## src/sv/srdc_pkg.sv

```systemverilog
// srdc_pkg: types and constants of the selection rectangle drag controller
// no dependencies

package srdc_pkg;

    localparam int unsigned HitHalf = 6;

    typedef enum logic [2:0] {
        EV_RESET  = 3'd0,
        EV_BEGIN  = 3'd1,
        EV_UPDATE = 3'd2,
        EV_END    = 3'd3,
        EV_CANCEL = 3'd4
    } t_event;

    typedef enum logic [1:0] {
        PH_UNSEL = 2'd0,
        PH_DRAG  = 2'd1,
        PH_SEL   = 2'd2
    } t_phase;

    typedef enum logic [1:0] {
        OPN_NONE   = 2'd0,
        OPN_CREATE = 2'd1,
        OPN_MOVE   = 2'd2,
        OPN_RESIZE = 2'd3
    } t_oper;

    localparam logic [3:0] H_NONE = 4'd0;
    localparam logic [3:0] H_TL   = 4'd1;
    localparam logic [3:0] H_T    = 4'd2;
    localparam logic [3:0] H_TR   = 4'd3;
    localparam logic [3:0] H_R    = 4'd4;
    localparam logic [3:0] H_BR   = 4'd5;
    localparam logic [3:0] H_B    = 4'd6;
    localparam logic [3:0] H_BL   = 4'd7;
    localparam logic [3:0] H_L    = 4'd8;

    localparam logic [1:0] REG_LEFT   = 2'd0;
    localparam logic [1:0] REG_TOP    = 2'd1;
    localparam logic [1:0] REG_RIGHT  = 2'd2;
    localparam logic [1:0] REG_BOTTOM = 2'd3;

    // handle direction: -1 low side, 0 none, +1 high side
    function automatic logic [1:0] hdir_neg_pos(input logic [3:0] h);
        // bit0 negative, bit1 positive
        hdir_neg_pos = {(h == H_TR || h == H_R || h == H_BR),
                        (h == H_TL || h == H_BL || h == H_L)};
    endfunction

    function automatic logic [1:0] vdir_neg_pos(input logic [3:0] h);
        vdir_neg_pos = {(h == H_BR || h == H_B || h == H_BL),
                        (h == H_TL || h == H_T || h == H_TR)};
    endfunction

    function automatic logic [3:0] handle_from(input logic [1:0] hd, input logic [1:0] vd);
        logic [3:0] r;
        r = H_NONE;
        if (vd[0]) begin
            r = hd[0] ? H_TL : (hd[1] ? H_TR : H_T);
        end else if (vd[1]) begin
            r = hd[1] ? H_BR : (hd[0] ? H_BL : H_B);
        end else if (hd[1]) begin
            r = H_R;
        end else if (hd[0]) begin
            r = H_L;
        end
        handle_from = r;
    endfunction

endpackage

```

## src/sv/srdc_if.sv

```systemverilog
// srdc_if: valid/ready channel interfaces for events, results and configuration
// depends on no package

interface srdc_evt_if #(parameter int CW = 16);
    logic              valid;
    logic              ready;
    logic [2:0]        op;
    logic signed [CW-1:0] pos_x;
    logic signed [CW-1:0] pos_y;
    modport source (output valid, op, pos_x, pos_y, input ready);
    modport sink   (input valid, op, pos_x, pos_y, output ready);
endinterface

interface srdc_res_if #(parameter int CW = 16);
    logic              valid;
    logic              ready;
    logic              ok;
    logic [1:0]        phase;
    logic [1:0]        operation;
    logic [3:0]        handle;
    logic signed [CW-1:0] sel_left;
    logic signed [CW-1:0] sel_top;
    logic signed [CW-1:0] sel_right;
    logic signed [CW-1:0] sel_bottom;
    logic              has_selection;
    logic              show_handles;
    modport source (output valid, ok, phase, operation, handle, sel_left, sel_top,
                    sel_right, sel_bottom, has_selection, show_handles, input ready);
    modport sink   (input valid, ok, phase, operation, handle, sel_left, sel_top,
                    sel_right, sel_bottom, has_selection, show_handles, output ready);
endinterface

interface srdc_cfg_if #(parameter int CW = 16);
    logic          valid;
    logic          ready;
    logic [1:0]    index;
    logic [CW-1:0] data;
    modport source (output valid, index, data, input ready);
    modport sink   (input valid, index, data, output ready);
endinterface

```

## src/sv/srdc_hit.sv

```systemverilog
// srdc_hit: eight-handle hit test around the current selection
// depends on srdc_pkg

module srdc_hit import srdc_pkg::*; #(
    parameter int CW = 16
) (
    input  logic signed [CW-1:0] i_l,
    input  logic signed [CW-1:0] i_t,
    input  logic signed [CW-1:0] i_r,
    input  logic signed [CW-1:0] i_b,
    input  logic signed [CW-1:0] i_px,
    input  logic signed [CW-1:0] i_py,
    output logic [3:0]           o_handle
);
    localparam int XW = CW + 2;
    localparam logic signed [XW-1:0] HH = XW'(HitHalf);

    logic signed [XW-1:0] hc, vc;
    logic signed [XW-1:0] cx [8];
    logic signed [XW-1:0] cy [8];
    logic [7:0] in_win;
    logic [7:0] dsq [8];

    // centers, truncating halving toward zero like integer division
    always_comb begin
        logic signed [XW-1:0] wd, ht;
        wd = XW'(i_r) - XW'(i_l);
        ht = XW'(i_b) - XW'(i_t);
        hc = XW'(i_l) + ((wd + XW'(wd[XW-1])) >>> 1);
        vc = XW'(i_t) + ((ht + XW'(ht[XW-1])) >>> 1);
        cx[0] = XW'(i_l); cy[0] = XW'(i_t);
        cx[1] = hc;       cy[1] = XW'(i_t);
        cx[2] = XW'(i_r); cy[2] = XW'(i_t);
        cx[3] = XW'(i_r); cy[3] = vc;
        cx[4] = XW'(i_r); cy[4] = XW'(i_b);
        cx[5] = hc;       cy[5] = XW'(i_b);
        cx[6] = XW'(i_l); cy[6] = XW'(i_b);
        cx[7] = XW'(i_l); cy[7] = vc;
    end

    // per handle window test and squared distance (small values only)
    for (genvar g = 0; g < 8; g++) begin : g_h
        logic signed [XW-1:0] dx, dy;
        logic signed [4:0] sx, sy;
        assign dx = XW'(i_px) - cx[g];
        assign dy = XW'(i_py) - cy[g];
        assign in_win[g] = (dx >= -HH) && (dx < HH) &&
                           (dy >= -HH) && (dy < HH);
        assign sx = dx[4:0];
        assign sy = dy[4:0];
        assign dsq[g] = 8'(sx * sx) + 8'(sy * sy);
    end

    // nearest handle, corner replaces an edge handle on a tie
    always_comb begin
        logic [7:0] best;
        logic found, ncorner, corner;
        logic [3:0] nearest;
        best = '1; found = 1'b0; nearest = H_NONE; ncorner = 1'b0;
        for (int i = 0; i < 8; i++) begin
            corner = (i % 2) == 0;
            if (in_win[i] && (!found || dsq[i] < best ||
                              (dsq[i] == best && corner && !ncorner))) begin
                best = dsq[i];
                found = 1'b1;
                nearest = 4'(i + 1);
                ncorner = corner;
            end
        end
        o_handle = nearest;
    end
endmodule

```

## src/sv/selection_rect_drag_controller.sv

```systemverilog
// selection_rect_drag_controller: pointer driven rectangle selection controller
// the result is registered the cycle after an event transfer; one event per cycle while not stalled
// the state update is one pass of combinational logic into the state registers
// and the result register; a stalled result blocks the input only when full
// reset (i_rst_n low, synchronous) clears bounds, selection and drag state
// depends on srdc_pkg, srdc_if, srdc_hit

module selection_rect_drag_controller import srdc_pkg::*; #(
    parameter int COORD_WIDTH = 16
) (
    input  logic i_clk,
    input  logic i_rst_n,
    srdc_evt_if.sink   evt,
    srdc_res_if.source res,
    srdc_cfg_if.sink   cfg
);
    localparam int CW = COORD_WIDTH;
    localparam int XW = CW + 2;
    typedef logic signed [CW-1:0] t_c;
    typedef logic signed [XW-1:0] t_x;

    t_c r_bl, r_bt, r_br, r_bb;
    t_c r_sel [4];
    t_c r_st  [4];
    t_c r_ox, r_oy, r_fx, r_fy;
    logic [1:0] r_axes;
    t_phase r_phase;
    t_oper  r_oper;
    logic [3:0] r_handle;

    t_c n_sel [4];
    t_c n_st  [4];
    t_c n_ox, n_oy, n_fx, n_fy;
    logic [1:0] n_axes;
    t_phase n_phase;
    t_oper  n_oper;
    logic [3:0] n_handle;
    logic n_ok;

    logic r_valid, r_ok;
    logic evt_xfer;
    logic [3:0] hit;

    assign cfg.ready = 1'b1;
    assign evt.ready = !r_valid || res.ready;
    assign evt_xfer  = evt.valid && evt.ready;

    // configuration writes
    always_ff @(posedge i_clk) begin
        if (!i_rst_n) begin
            r_bl <= '0; r_bt <= '0; r_br <= '0; r_bb <= '0;
        end else if (cfg.valid) begin
            case (cfg.index)
                REG_LEFT:   r_bl <= cfg.data;
                REG_TOP:    r_bt <= cfg.data;
                REG_RIGHT:  r_br <= cfg.data;
                REG_BOTTOM: r_bb <= cfg.data;
                default:    r_bl <= r_bl;
            endcase
        end
    end

    srdc_hit #(.CW(CW)) u_hit (
        .i_l(r_sel[0]), .i_t(r_sel[1]), .i_r(r_sel[2]), .i_b(r_sel[3]),
        .i_px(evt.pos_x), .i_py(evt.pos_y), .o_handle(hit)
    );

    // next state for one event
    always_comb begin
        t_x px, py, x, y, ox, oy, bl, bt, br, bb, fx, fy, w, h, l, t;
        logic sel_empty, bnd_empty, in_rect, changed;
        logic [1:0] hd, vd, ehd, evd;
        t_c u_sel [4];
        logic [3:0] u_handle;

        px = t_x'(evt.pos_x); py = t_x'(evt.pos_y);
        bl = t_x'(r_bl); bt = t_x'(r_bt); br = t_x'(r_br); bb = t_x'(r_bb);
        x = (px < bl) ? bl : ((px > br) ? br : px);
        y = (py < bt) ? bt : ((py > bb) ? bb : py);
        ox = t_x'(r_ox); oy = t_x'(r_oy);
        fx = t_x'(r_fx); fy = t_x'(r_fy);
        sel_empty = (r_sel[2] <= r_sel[0]) || (r_sel[3] <= r_sel[1]);
        bnd_empty = (r_br <= r_bl) || (r_bb <= r_bt);
        in_rect = !sel_empty && evt.pos_x >= r_sel[0] && evt.pos_x < r_sel[2] &&
                  evt.pos_y >= r_sel[1] && evt.pos_y < r_sel[3];
        hd = hdir_neg_pos(hit);
        vd = vdir_neg_pos(hit);
        ehd = hdir_neg_pos(r_handle);
        evd = vdir_neg_pos(r_handle);

        n_sel = r_sel; n_st = r_st;
        n_ox = r_ox; n_oy = r_oy; n_fx = r_fx; n_fy = r_fy;
        n_axes = r_axes; n_phase = r_phase; n_oper = r_oper; n_handle = r_handle;
        n_ok = 1'b0;

        // update step, shared by update and end
        u_sel = r_sel; u_handle = r_handle;
        w = t_x'(r_st[2]) - t_x'(r_st[0]);
        h = t_x'(r_st[3]) - t_x'(r_st[1]);
        l = t_x'(r_st[0]) + x - ox;
        t = t_x'(r_st[1]) + y - oy;
        l = (l < bl) ? bl : ((l > br - w) ? br - w : l);
        t = (t < bt) ? bt : ((t > bb - h) ? bb - h : t);
        case (r_oper)
            OPN_CREATE: begin
                if (x > ox && x == br - 1) x = br;
                else if (x < ox && ox == br - 1) ox = br;
                if (y > oy && y == bb - 1) y = bb;
                else if (y < oy && oy == bb - 1) oy = bb;
                u_sel[0] = t_c'((x < ox) ? x : ox);
                u_sel[1] = t_c'((y < oy) ? y : oy);
                u_sel[2] = t_c'((x > ox) ? x : ox);
                u_sel[3] = t_c'((y > oy) ? y : oy);
            end
            OPN_MOVE: begin
                u_sel[0] = t_c'(l); u_sel[1] = t_c'(t);
                u_sel[2] = t_c'(l + w); u_sel[3] = t_c'(t + h);
            end
            OPN_RESIZE: begin
                u_sel = r_st;
                if (r_axes[0]) begin
                    if (x > fx && x == br - 1) x = br;
                    u_sel[0] = t_c'((x < fx) ? x : fx);
                    u_sel[2] = t_c'((x > fx) ? x : fx);
                    if (x < fx) ehd = 2'b01;
                    else if (x > fx) ehd = 2'b10;
                end
                if (r_axes[1]) begin
                    if (y > fy && y == bb - 1) y = bb;
                    u_sel[1] = t_c'((y < fy) ? y : fy);
                    u_sel[3] = t_c'((y > fy) ? y : fy);
                    if (y < fy) evd = 2'b01;
                    else if (y > fy) evd = 2'b10;
                end
                u_handle = handle_from(ehd, evd);
            end
            default: begin
                u_sel = r_sel;
            end
        endcase
        changed = (u_sel[0] != r_sel[0]) || (u_sel[1] != r_sel[1]) ||
                  (u_sel[2] != r_sel[2]) || (u_sel[3] != r_sel[3]);

        case (evt.op)
            EV_RESET: begin
                n_ok = 1'b1;
                n_sel = '{default: '0}; n_st = '{default: '0};
                n_ox = '0; n_oy = '0; n_fx = '0; n_fy = '0; n_axes = '0;
                n_phase = PH_UNSEL; n_oper = OPN_NONE; n_handle = H_NONE;
            end
            EV_BEGIN: begin
                if (!bnd_empty && r_phase != PH_DRAG) begin
                    n_st = r_sel; n_handle = H_NONE; n_axes = '0;
                    n_ok = 1'b1; n_phase = PH_DRAG;
                    if (r_phase == PH_UNSEL) begin
                        n_ox = t_c'(x); n_oy = t_c'(y);
                        n_sel[0] = t_c'(x); n_sel[1] = t_c'(y);
                        n_sel[2] = t_c'(x); n_sel[3] = t_c'(y);
                        n_oper = OPN_CREATE;
                    end else if (r_phase == PH_SEL && !sel_empty && hit != H_NONE) begin
                        n_ox = evt.pos_x; n_oy = evt.pos_y;
                        n_handle = hit; n_oper = OPN_RESIZE;
                        n_axes = {|vd, |hd};
                        if (hd[0]) n_fx = r_sel[2];
                        else if (hd[1]) n_fx = r_sel[0];
                        if (vd[0]) n_fy = r_sel[3];
                        else if (vd[1]) n_fy = r_sel[1];
                    end else if (in_rect) begin
                        n_ox = evt.pos_x; n_oy = evt.pos_y;
                        n_oper = OPN_MOVE;
                    end else begin
                        n_st = '{default: '0};
                        n_ok = 1'b0; n_phase = r_phase;
                    end
                end
            end
            EV_UPDATE: begin
                if (r_phase == PH_DRAG && r_oper != OPN_NONE) begin
                    n_sel = u_sel; n_handle = u_handle; n_ok = changed;
                end
            end
            EV_END, EV_CANCEL: begin
                if (r_phase == PH_DRAG) begin
                    n_ok = 1'b1;
                    if (evt.op == EV_END) begin
                        n_sel = u_sel;
                    end
                    if (evt.op == EV_CANCEL || u_sel[2] <= u_sel[0] ||
                        u_sel[3] <= u_sel[1]) begin
                        if (r_oper == OPN_CREATE) begin
                            n_sel = '{default: '0};
                            n_ox = '0; n_oy = '0; n_fx = '0; n_fy = '0;
                            n_phase = PH_UNSEL;
                        end else begin
                            n_sel = r_st; n_phase = PH_SEL;
                        end
                    end else begin
                        n_phase = PH_SEL;
                    end
                    n_st = '{default: '0}; n_oper = OPN_NONE;
                    n_handle = H_NONE; n_axes = '0;
                end
            end
            default: begin
                n_ok = 1'b0;
            end
        endcase
    end

    // state and result registers
    always_ff @(posedge i_clk) begin
        if (!i_rst_n) begin
            r_sel <= '{default: '0}; r_st <= '{default: '0};
            r_ox <= '0; r_oy <= '0; r_fx <= '0; r_fy <= '0; r_axes <= '0;
            r_phase <= PH_UNSEL; r_oper <= OPN_NONE; r_handle <= H_NONE;
            r_valid <= 1'b0; r_ok <= 1'b0;
        end else begin
            if (evt_xfer) begin
                r_sel <= n_sel; r_st <= n_st;
                r_ox <= n_ox; r_oy <= n_oy; r_fx <= n_fx; r_fy <= n_fy;
                r_axes <= n_axes; r_phase <= n_phase; r_oper <= n_oper;
                r_handle <= n_handle; r_ok <= n_ok;
                r_valid <= 1'b1;
            end else if (res.ready) begin
                r_valid <= 1'b0;
            end
        end
    end

    // result view of the state after the last event
    assign res.valid = r_valid;
    assign res.ok = r_ok;
    assign res.phase = r_phase;
    assign res.operation = r_oper;
    assign res.handle = r_handle;
    assign res.sel_left = r_sel[0];
    assign res.sel_top = r_sel[1];
    assign res.sel_right = r_sel[2];
    assign res.sel_bottom = r_sel[3];
    assign res.has_selection = (r_sel[2] > r_sel[0]) && (r_sel[3] > r_sel[1]);
    assign res.show_handles = res.has_selection &&
        (r_phase == PH_SEL || r_oper == OPN_MOVE || r_oper == OPN_RESIZE);

`ifndef NO_ASSERTIONS
    // an unselected controller has no operation in progress
    a_unsel_idle: assert property (@(posedge i_clk) disable iff (!i_rst_n)
        r_phase == PH_UNSEL |-> r_oper == OPN_NONE && r_handle == H_NONE)
        else $error("operation active while unselected");
    // a resize always carries a handle
    a_resize_handle: assert property (@(posedge i_clk) disable iff (!i_rst_n)
        r_oper == OPN_RESIZE |-> r_handle != H_NONE)
        else $error("resize without handle");
    // a pending result is held while stalled
    a_hold: assert property (@(posedge i_clk) disable iff (!i_rst_n)
        r_valid && !res.ready |=> r_valid && $stable(r_sel[0]) && $stable(r_phase))
        else $error("result changed while stalled");
`endif
endmodule
```

## src/flat_wrapper.sv

```systemverilog
// flat-port wrapper written by rule: the top's interface ports become plain ports
module selection_rect_drag_controller_flat import srdc_pkg::*;
#(
    parameter int COORD_WIDTH = 16
)
  (i_clk, i_rst_n, evt_valid, evt_op, evt_pos_x, evt_pos_y, evt_ready, res_valid, res_ok, res_phase, res_operation, res_handle, res_sel_left, res_sel_top, res_sel_right, res_sel_bottom, res_has_selection, res_show_handles, res_ready, cfg_valid, cfg_index, cfg_data, cfg_ready);
  srdc_evt_if evt_i ();
  srdc_res_if res_i ();
  srdc_cfg_if cfg_i ();
  input  logic i_clk;
  input  logic i_rst_n;
  input wire logic [$bits(evt_i.valid)-1:0] evt_valid;
  input wire logic [$bits(evt_i.op)-1:0] evt_op;
  input wire logic [$bits(evt_i.pos_x)-1:0] evt_pos_x;
  input wire logic [$bits(evt_i.pos_y)-1:0] evt_pos_y;
  output wire logic [$bits(evt_i.ready)-1:0] evt_ready;
  output wire logic [$bits(res_i.valid)-1:0] res_valid;
  output wire logic [$bits(res_i.ok)-1:0] res_ok;
  output wire logic [$bits(res_i.phase)-1:0] res_phase;
  output wire logic [$bits(res_i.operation)-1:0] res_operation;
  output wire logic [$bits(res_i.handle)-1:0] res_handle;
  output wire logic [$bits(res_i.sel_left)-1:0] res_sel_left;
  output wire logic [$bits(res_i.sel_top)-1:0] res_sel_top;
  output wire logic [$bits(res_i.sel_right)-1:0] res_sel_right;
  output wire logic [$bits(res_i.sel_bottom)-1:0] res_sel_bottom;
  output wire logic [$bits(res_i.has_selection)-1:0] res_has_selection;
  output wire logic [$bits(res_i.show_handles)-1:0] res_show_handles;
  input wire logic [$bits(res_i.ready)-1:0] res_ready;
  input wire logic [$bits(cfg_i.valid)-1:0] cfg_valid;
  input wire logic [$bits(cfg_i.index)-1:0] cfg_index;
  input wire logic [$bits(cfg_i.data)-1:0] cfg_data;
  output wire logic [$bits(cfg_i.ready)-1:0] cfg_ready;
  assign evt_i.valid = evt_valid;
  assign evt_i.op = evt_op;
  assign evt_i.pos_x = evt_pos_x;
  assign evt_i.pos_y = evt_pos_y;
  assign evt_ready = evt_i.ready;
  assign res_valid = res_i.valid;
  assign res_ok = res_i.ok;
  assign res_phase = res_i.phase;
  assign res_operation = res_i.operation;
  assign res_handle = res_i.handle;
  assign res_sel_left = res_i.sel_left;
  assign res_sel_top = res_i.sel_top;
  assign res_sel_right = res_i.sel_right;
  assign res_sel_bottom = res_i.sel_bottom;
  assign res_has_selection = res_i.has_selection;
  assign res_show_handles = res_i.show_handles;
  assign res_i.ready = res_ready;
  assign cfg_i.valid = cfg_valid;
  assign cfg_i.index = cfg_index;
  assign cfg_i.data = cfg_data;
  assign cfg_ready = cfg_i.ready;
  selection_rect_drag_controller #(.COORD_WIDTH(COORD_WIDTH)) u_core (.i_clk(i_clk), .i_rst_n(i_rst_n), .evt(evt_i), .res(res_i), .cfg(cfg_i));
endmodule
```

## config.mk

```make
export PLATFORM = sky130hd
export DESIGN_NAME = selection_rect_drag_controller_flat
export DESIGN_NICKNAME = d
export VERILOG_FILES = /design/src/sv/srdc_pkg.sv /design/src/sv/srdc_if.sv /design/src/sv/srdc_hit.sv /design/src/sv/selection_rect_drag_controller.sv /design/src/flat_wrapper.sv
export SDC_FILE = /design/constraint.sdc
export NUM_CORES = 2
export LEC_CHECK = 0
export ABC_AREA = 1
export ABC_CLOCK_PERIOD_IN_PS = 21100
export BUFFER_PORTS_ARGS = -buffer_cell sky130_fd_sc_hd__buf_2
export CORE_MARGIN = 3
export CORE_UTILIZATION = 35
export CTS_CLUSTER_DIAMETER = 80
export CTS_CLUSTER_SIZE = 30
export DETAILED_ROUTE_END_ITERATION = 12
export PLACE_DENSITY_LB_ADDON = 0.15
export SYNTH_ARGS = -nofsm -noshare
export SYNTH_HDL_FRONTEND = slang
export SYNTH_SLANG_ARGS = --single-unit
```

## constraint.sdc

```tcl
create_clock -name i_clk -period 21.1 [get_ports i_clk]
set_clock_uncertainty 0.2 [all_clocks]
set_input_delay 4.22 -clock i_clk [delete_from_list [all_inputs] [get_ports i_clk]]
set_output_delay 4.22 -clock i_clk [all_outputs]
set_load 0.03 [all_outputs]
```

==> results_tabular.tex <==
\begin{tabular}{lr}
\hline
Metric & Value \\
\hline
\multicolumn{2}{l}{\textbf{Run status}} \\
Run status & completed \\
\multicolumn{2}{l}{\textbf{Routing}} \\
Number of iterations in the first detailed-routing pass & 8 \\
Starting DRT DRC Count & 5053 \\
Residual antenna-violating net count after detailed routing & 0 \\
Total wire length after detailed routing & 230 mm \\
Average wire per standard cell & 23.7 um \\
Post-route DRC & 0 \\
Total number of vias & 54547 \\
Via-to-Cell Ratio & 5.61 \\
\multicolumn{2}{l}{\textbf{CTS}} \\
CTS tree & built \\
Number of buffers added to fix hold violations after cts & 0 \\
CTS buffer count & 24 \\
Htree depth & 1 \\
Clock input transition at the sequential cells of the worst setup and hold paths & 0.08 ns \\
Number of buffers between clock root and the deepest sink & 3 \\
Sink Count & 268 \\
Clk Latency, worst-skew pair & 0.63 ns \\
Clock root buffer & sky130\_fd\_sc\_hd\_\_clkbuf\_16 \\
\multicolumn{2}{l}{\textbf{Global routing}} \\
Met3 track demand over resource & 6.05\% \\
Overall routing resource usage & 30.1\% \\
Pin count of the biggest net entering global routing & 101 \\
Global-route wire length before repair & 335 mm \\
Number of global-route vias before repair & 50952 \\
Most crowded layer after global routing & met2 \\
Met1 Use GR & 41.1\% \\
Global-route met2 utilization & 47.7\% \\
Global route overflow & 0 \\
Number of antenna violations at the first check in global routing & 14 \\
\multicolumn{2}{l}{\textbf{Cells and area}} \\
Commonest cells after routing, fill and taps aside & sky130\_fd\_sc\_hd\_\_nand2\_1 (1323), sky130\_fd\_sc\_hd\_\_inv\_1 (1187), sky130\_fd\_sc\_hd\_\_a21oi\_1 (844), sky130\_fd\_sc\_hd\_\_o21ai\_0 (756), sky130\_fd\_sc\_hd\_\_ha\_1 (745) \\
Most flops, register & u\_core.r\_st \\
Max reg flops & 64 \\
Layout cells sized above 1 & 6.01\% \\
Area of all placed cells without fillers & 54300 um\^{}2 \\
Net count, final & 8768 \\
Most common cell after layout, fill and taps aside & sky130\_fd\_sc\_hd\_\_nand2\_1 \\
Layout Area Growth over Synthesis & 9.06\% \\
\multicolumn{2}{l}{\textbf{Logic synthesis}} \\
Yosys warning count & 0 \\
Avg Inst Size Synth & 6.44 um\^{}2 \\
Ys flop type & sky130\_fd\_sc\_hd\_\_dfxtp\_1 \\
Largest area contributor in the netlist & sky130\_fd\_sc\_hd\_\_ha\_1 \\
Post-synth EDFFs & 0 \\
Number of cells produced by synthesis & 7730 \\
Fraction of the yosys area taken by sequential cells & 10.8\% \\
Top area cells in the synthesized netlist & sky130\_fd\_sc\_hd\_\_ha\_1 (19\%), sky130\_fd\_sc\_hd\_\_dfxtp\_1 (11\%), sky130\_fd\_sc\_hd\_\_nand2\_1 (10\%), sky130\_fd\_sc\_hd\_\_inv\_1 (9.0\%), sky130\_fd\_sc\_hd\_\_a21oi\_1 (8.5\%) \\
Proportion of synthesized flip-flops having asynchronous set or reset & 0\% \\
Proportion of netlist area held by the largest area contributor & 18.7\% \\
Flip-flop and latch count after synthesis & 268 \\
Count of distinct cell types in the synthesized netlist & 72 \\
Post-synthesis cell area & 49800 um\^{}2 \\
\multicolumn{2}{l}{\textbf{Floorplanning}} \\
Die Width & 383 um \\
Die ar. & 147000 um\^{}2 \\
Total core area & 140000 um\^{}2 \\
Height of the die & 383 um \\
Std cell rows & 137 \\
Initial standard-cell utilization of the core & 35.5\% \\
Top-Level Pins & 136 \\
\multicolumn{2}{l}{\textbf{Power and ir drop}} \\
Total power per unit cell area & 152 nW/um\^{}2 \\
Overall power after layout & 8.28 mW \\
Static leakage power & 25.8 nW \\
Maximum resistive drop on vdd & 303 uV \\
\multicolumn{2}{l}{\textbf{Timing}} \\
Number of hold violations in the final report & 0 \\
Worst hold-check slack & 0.322 ns \\
Tightest Pin Transition & 1.28 ns \\
Final worst-path cycle share & 93.6\% \\
Slew HR & 14.6\% \\
Finish-stage setup viols & 0 \\
Peak Freq & 50.6 MHz \\
Final Max Tran Viols & 0 \\
Time the final worst path needs with I/O delays and setup & 19.74 ns \\
\multicolumn{2}{l}{\textbf{Critical path}} \\
Largest fanout on the critical path & 33 \\
Data arrival time of the critical path & 20.07 ns \\
Kind of end point of the critical path & flip-flop \\
Required arrival time at the worst endpoint & 21.42 ns \\
Flop-to-flop setup slack & 1.65 ns \\
Crit path buf inv count & 19 \\
Family with the most delay on the worst path & adder cells \\
Cell with the largest stage delay on the worst path & sky130\_fd\_sc\_hd\_\_fa\_1 \\
Kind of critical path & input pin to flip-flop \\
Most used cell along the critical path & sky130\_fd\_sc\_hd\_\_nand2\_1 \\
Launching element type of the critical path & input pin \\
Crit-path max cell delay & 0.63 ns \\
\multicolumn{2}{l}{\textbf{Job}} \\
Max capacitance violation total & 0 \\
\multicolumn{2}{l}{\textbf{Placed design}} \\
Gp weighted congestion & 0.983 \\
Port Buffer Count & 134 \\
Instance area after placement & 53300 um\^{}2 \\
Estimated wirelength of the detail-placed design & 190 mm \\
\multicolumn{2}{l}{\textbf{Worst hold path}} \\
Tightest Hold Check Type & flip-flop to flip-flop \\
\hline
\end{tabular}
-- cell type report --
type                       count  area, um^2
clock inverter                17         231
multi-input combinational   6001       39000
inverter                    1209        4540
sequential                   268        5370
fill                       15353       86100
timing repair buffer         319        2180
tap                         1876        2350
clock buffer                  27         653
antenna                        5        12.5
-- kinds of logic after synthesis --
group	Yosys count	share of synthesized area, %
AO/OA/AOI/OAI	2230	25.7
XOR/XNOR	374	6.59
adder cells (fa/ha/maj)	887	24.4
multiplexers	3	0.0603
buffers and inverters	1469	11.2
flip-flops	268	10.8
AND/OR/NAND/NOR	2497	21.2
other	2	0.0151
-- worst paths after layout --
kind / start / end / cells after the start
hold reg to reg: u_core.res.handle[2]$_SDFFE_PN0P_ / u_core.res.handle[2]$_SDFFE_PN0P_ / 2
setup reg to reg: u_core.res.sel_right[0]$_SDFFE_PN0P_ / u_core.r_st[40]$_SDFFE_PN0P_ / 124
setup / recovery: evt_pos_x[0] / u_core.r_st[40]$_SDFFE_PN0P_ / 106
hold / removal: u_core.res.handle[2]$_SDFFE_PN0P_ / u_core.res.handle[2]$_SDFFE_PN0P_ / 2
-- synthesized netlist by cell type, types with 4 or more instances --
| library cell | n |
|---|---|
| sky130_fd_sc_hd__o211ai_1 | 172 |
| sky130_fd_sc_hd__o221a_2 | 6 |
| sky130_fd_sc_hd__or2_2 | 25 |
| sky130_fd_sc_hd__a211oi_1 | 26 |
| sky130_fd_sc_hd__o221ai_1 | 59 |
| sky130_fd_sc_hd__clkbuf_1 | 213 |
| sky130_fd_sc_hd__ha_1 | 745 |
| sky130_fd_sc_hd__a21o_1 | 21 |
| sky130_fd_sc_hd__nand2_4 | 4 |
| sky130_fd_sc_hd__nand3_1 | 283 |
| sky130_fd_sc_hd__a21boi_1 | 4 |
| sky130_fd_sc_hd__o41ai_1 | 6 |
| sky130_fd_sc_hd__buf_2 | 16 |
| sky130_fd_sc_hd__nor3b_1 | 5 |
| sky130_fd_sc_hd__o21bai_1 | 49 |
| sky130_fd_sc_hd__a21oi_1 | 846 |
| sky130_fd_sc_hd__o22ai_1 | 30 |
| sky130_fd_sc_hd__or2_1 | 5 |
| sky130_fd_sc_hd__and2_1 | 11 |
| sky130_fd_sc_hd__inv_2 | 8 |
| sky130_fd_sc_hd__nand2_2 | 24 |
| sky130_fd_sc_hd__a2111oi_0 | 20 |
| sky130_fd_sc_hd__a21boi_0 | 14 |
| sky130_fd_sc_hd__nand2_1 | 1324 |
| sky130_fd_sc_hd__nor4_1 | 47 |
| sky130_fd_sc_hd__buf_1 | 23 |
| sky130_fd_sc_hd__o31ai_1 | 29 |
| sky130_fd_sc_hd__a31oi_1 | 17 |
| sky130_fd_sc_hd__a221oi_1 | 42 |
| sky130_fd_sc_hd__dfxtp_1 | 268 |
| sky130_fd_sc_hd__nor3_1 | 86 |
| sky130_fd_sc_hd__fa_1 | 142 |
| sky130_fd_sc_hd__o21ai_0 | 777 |
| sky130_fd_sc_hd__clkinv_1 | 9 |
| sky130_fd_sc_hd__xor2_1 | 276 |
| sky130_fd_sc_hd__nand3b_1 | 16 |
| sky130_fd_sc_hd__a22oi_1 | 4 |
| sky130_fd_sc_hd__inv_1 | 1192 |
| sky130_fd_sc_hd__o21ai_1 | 36 |
| sky130_fd_sc_hd__xnor2_1 | 97 |
| sky130_fd_sc_hd__nand4_1 | 99 |
| sky130_fd_sc_hd__nor2_1 | 553 |
| sky130_fd_sc_hd__o21a_1 | 10 |
| sky130_fd_sc_hd__o2111ai_1 | 45 |
-- layer usage --
metal  part of all wire [%]  up-vias
li1                       -    26455
met1                     44    25811
met2                     43     1980
met3                    8.6      289
met4                    3.4       12
met5                  0.049        -
-- per-stage QoR --
step / std cells / util, % / setup slack, ns / setup TNS, ns
after floorplan: 7737 / - / 1.72 / 0
after CTS: 9713 / 38.6 / 0.471 / 0
after detailed placement: 9669 / 38.0 / -0.159 / -8.44
after global routing: 9717 / 38.7 / -0.0199 / -0.0721
final: 9722 / 38.7 / 1.36 / 0
after global placement: 9669 / 38.0 / 0.278 / 0
-- where the power goes --
| group | switching, mW | internal [mW] | total (mW) |
|---|---|---|---|
| clock network | 0.279 | 0.252 | 0.531 |
| registers | 0.0279 | 0.522 | 0.550 |
| logic | 4.76 | 2.43 | 7.20 |
| total | 5.07 | 3.21 | 8.28 |
-- worst reg2reg max path, delay by kind of cell, from the launching register on --
kind                     cells  cell delay [ns]
adder cells (fa/ha/maj)     17             6.03
flip-flops                   1             0.32
AND/OR/NAND/NOR             63             6.27
AO/OA/AOI/OAI               26             4.60
buffers and inverters       18             1.99
-- timing repair --
| action | 4_1_cts | 5_1_grt |
|---|---|---|
| setup buffers | 0 | 2 |
| gates resized for setup | 0 | 33 |
| endpoints found under the setup margin | 0 | 139 |
| endpoints found under the hold margin | 0 | 0 |
Power figures use the tool's default switching activity.
